## src/hw/rtl/lsrc_divider.sv

```systemverilog
// ----------------------------------------------------------------------------
// lsrc_divider
// Pipelined restoring divider, one quotient bit per stage, unsigned.
// ----------------------------------------------------------------------------
module lsrc_divider #(
    parameter int NUM_BITS = 34,
    parameter int DEN_BITS = 17,
    parameter int TAG_BITS = 8
) (
    input  logic                clk,
    input  logic                rst_n,
    input  logic                en,
    input  logic                in_valid,
    input  logic [NUM_BITS-1:0] num,
    input  logic [DEN_BITS-1:0] den,
    input  logic [TAG_BITS-1:0] tag_in,
    output logic                out_valid,
    output logic [NUM_BITS-1:0] quot,
    output logic [TAG_BITS-1:0] tag_out
);
    logic [NUM_BITS-1:0] num_reg  [NUM_BITS+1];
    logic [NUM_BITS-1:0] quot_reg [NUM_BITS+1];
    logic [DEN_BITS:0]   rem_reg  [NUM_BITS+1];
    logic [DEN_BITS-1:0] den_reg  [NUM_BITS+1];
    logic [TAG_BITS-1:0] tag_reg  [NUM_BITS+1];
    logic [NUM_BITS:0]   vld_reg;

    always_comb
    begin
        num_reg[0]  = num;
        quot_reg[0] = '0;
        rem_reg[0]  = '0;
        den_reg[0]  = den;
        tag_reg[0]  = tag_in;
        vld_reg[0]  = in_valid;
    end

    // One shift-subtract step per stage.
    for (genvar s = 0; s < NUM_BITS; s++) begin : g_stage
        logic [DEN_BITS:0] shifted;
        logic [DEN_BITS:0] diff;
        logic              fits;
        always_comb
        begin
            shifted = {rem_reg[s][DEN_BITS-1:0], num_reg[s][NUM_BITS-1]};
            diff    = shifted - {1'b0, den_reg[s]};
            fits    = shifted >= {1'b0, den_reg[s]};
        end
        always_ff @(posedge clk or negedge rst_n)
        begin
            if (!rst_n)
            begin
                vld_reg[s+1] <= 1'b0;
            end
            else if (en)
            begin
                vld_reg[s+1] <= vld_reg[s];
            end
        end
        always_ff @(posedge clk)
        begin
            if (en)
            begin
                num_reg[s+1]  <= {num_reg[s][NUM_BITS-2:0], 1'b0};
                rem_reg[s+1]  <= fits ? diff : shifted;
                quot_reg[s+1] <= {quot_reg[s][NUM_BITS-2:0], fits};
                den_reg[s+1]  <= den_reg[s];
                tag_reg[s+1]  <= tag_reg[s];
            end
        end
    end

    assign out_valid = vld_reg[NUM_BITS];
    assign quot      = quot_reg[NUM_BITS];
    assign tag_out   = tag_reg[NUM_BITS];
endmodule

```

## config.mk

```make
export PLATFORM = sky130hd
export DESIGN_NAME = lsrc_divider
export DESIGN_NICKNAME = d
export VERILOG_FILES = /design/src/hw/rtl/lsrc_divider.sv
export SDC_FILE = /design/constraint.sdc
export NUM_CORES = 2
export LEC_CHECK = 0
export ABC_AREA = 0
export CAP_MARGIN = 10
export CORE_MARGIN = 5
export CORE_UTILIZATION = 57
export CTS_CLUSTER_SIZE = 14
export DETAILED_ROUTE_END_ITERATION = 10
export DONT_BUFFER_PORTS = 1
export PLACE_DENSITY_LB_ADDON = 0.08
export SLEW_MARGIN = 40
export SYNTH_ARGS = -nofsm -noshare
export SYNTH_HDL_FRONTEND = slang
export SYNTH_SLANG_ARGS = --single-unit
export TNS_END_PERCENT = 10
```

## constraint.sdc

```tcl
create_clock -name clk -period 8 [get_ports clk]
set_input_delay 0.8 -clock clk [delete_from_list [all_inputs] [get_ports clk]]
set_output_delay 0.8 -clock clk [all_outputs]
set_load 0.01 [all_outputs]
```

==> results.toml <==
[logic_synthesis]
synth_mux_area_share_pct = 3.007
syn_area_per_cell_um2 = 14.74
async_flop_share_pct = 1.316
yosysMostFrequentCell = "edfxtp_1"
synth_simple_gate_area_share_pct = 5.052
synthAdderAreaFrac_pct = 6.938
netlist_area_mm2 = 0.1108
synth-edff-count = 2550
synth_cell_types = 85
ys_warn_count = 0
synth_compound_area_share_pct = 8.615
yosysTopAreaCell = "edfxtp_1"
yosys-top-cells-count = "edfxtp_1, inv_1, ha_1"
ys_ff_latch = 2584
synth_xor_area_share_pct = 3.416
synth_top_family_by_area = "compound AO/OA/AOI/OAI gates"
synth_area_leaders = "edfxtp_1, ha_1, mux2_2"
syn_nets = 8170
synth_ff_type = "edfxtp_1"
synth_top_area_share_pct = 69.13
seq_area_frac_synth_pct = 69.90
syn_inst = 7512

[clock_network]
cts_num_sinks = 2584
clk_latency_ps = 900
cts_resized = 0
htree_levels = 5
clockRootBuffer = "clkbuf_16"
cts_post_setup_buffers_inserted = 0
hold_buffers = 61
path_clk_slew_ps = 60
cts_tree = "done"
cts_buffer_depth = 4
cts_buffers = 284

[floorplan]
row_count = 161
initial_core_util_pct = 57.39
die_h_um = 450.8
core_area_mm2 = 0.1930
die_w_um = 450.8
die-area_mm2 = 0.2032
pin_count = 106

[setup_path]
r2r_slack_ps = 4190
crit_required_ps = 8510
worstRegToRegCells = 13
cp-end-kind = "flip-flop"
endpoint = "tag_reg[193]"
reg2reg_from = "g_stage[16].shifted[0]"
cp_data_arrival_time_ps = 4370
r2r_end = "g_stage[17].shifted[3]"
setup.worst_path.class = "in -> reg"
crit_path_max_fanout = 117
critPathLaunch = "en"
startpoint_type = "input port"

[sta]
fin_skew_ps = 59.48
tightest_slew_ps = 843.6
drv_slew = 0
holdWs_ps = 98.31
slew_headroom_pct = 43.02
fin_ws_ps = 4138
period_needed_ps = 3862
tns_ps = 0
setup_violations = 0
hold_viol_final = 0
finalCritPeriodShare_pct = 48.28
max_freq_mhz = 258.9
rsz0062_at_grt = "no"

[placement]
post-dp-hpwl_um = 123600
portBuffers = 0
dp_slack_ps = 3141
place_area_mm2 = 0.1142
gp_congestion = 0.8774

[layout]
area_delta_synth_final_pct = 11.49
fin_area_mm2 = 0.1235
multi_input_area_mm2 = 0.03006
num-fill-cells = 13860
drive_above_1_share_pct = 9.582
nets = 8416
regArea_mm2 = 0.07742
largest_reg_flops = 595

[routing]
vias = 57900
viasPerCell = 5.525
wire_per_inst_um = 17.52
route.detailed.drc = 0
first_pass_iters = 6
routed_wl_um = 183600
drt_iter0_drc = 3922
antenna_left = 0

[power]
vdd_drop_max_uv = 210.5
p_leak_uw = 0.04682
power.density_mw_per_mm2 = 372.0
power_uw = 45940

[global_routing]
antenna_found_initial = 4
grt_pass1_vias = 57770
grt_overflow = 0
grt_first_pass_wirelength_um = 297600
grtUsageTotal_pct = 17.92
grt_max_degree = 131

[worst_hold_path]
hold_path_class = "in -> reg"

[flow_run]
maxCapViolCount = 0

[run_status]
status = "finished clean"
critical path: stages:
cell and delay (ps):
buf_16 370, buf_16 420, buf_16 390, buf_16 450, buf_16 450, buf_16 430
buf_16 440
cell families after synthesis:
logic type,count (synthesis)
flops,2584
buf+inv,857
xor+xnor,432
mux,298
compound gates,1541
fa+ha+maj,595
simple gates,1205
metrics by stage:
stage / cells / utilization (%)
after global placement: 9921 / 58.91
after floorplan: 7512 / -
final: 10480 / 63.99
after detailed placement: 9937 / 59.15
after global routing: 10480 / 63.99
after CTS: 10480 / 63.98
how the worst min path moves through the flow:
stage / endpoint / from / cells past startpoint
floorplan: g_stage[10].shifted[0] / num_reg[882] / 0
global placement: quot_reg[49] / quot_reg[82] / 0
detailed placement: num_reg[1029] / num_reg[1062] / 0
CTS: vld_reg[1] / in_valid / 1
global route: vld_reg[1] / in_valid / 1
finish: vld_reg[1] / in_valid / 1
power breakdown:
group / internal [µW] / total, µW / switching (µW)
clock: 7290 / 12200 / 4890
sequential: 18200 / 19400 / 1250
combinational: 6430 / 14300 / 7880
total: 31900 / 45900 / 14000
area by class of cell:
type	count	share of cell area (%)
flip-flops and latches	2584	62.70
diodes	1	0.002026
inverters	710	2.158
clock inverters	127	0.9372
repair buffers	107	1.204
multi-input cells	4071	24.34
clock buffers	353	6.102
well taps	2526	2.559
per-layer routing:
layer	up-vias	part of all wire (%)	track usage, %
li1	28500	-	-
met5	-	0	0
met1	27920	44	23.56
met3	435	3.5	2.643
met2	1046	49	30.38
met4	0	3.8	6.955
layout by cell type, fill, tap and decap left out, types with 56 or more instances in the layout:
cell           instances
edfxtp_1            2550
inv_1                709
ha_1                 563
a21oi_1              474
nand2_1              431
o21ai_0              419
nor2_1               314
clkbuf_16            291
mux2_2               278
xnor2_1              245
xor2_1               187
a21o_1               163
nor3_1                85
nand4_1               76
o21bai_1              73
o21a_1                67
clkbuf_1              60
dlygate4sd3_1         60
nand3_1               56
nand2b_1              56
Note: power is estimated with default switching activity, not from simulation.
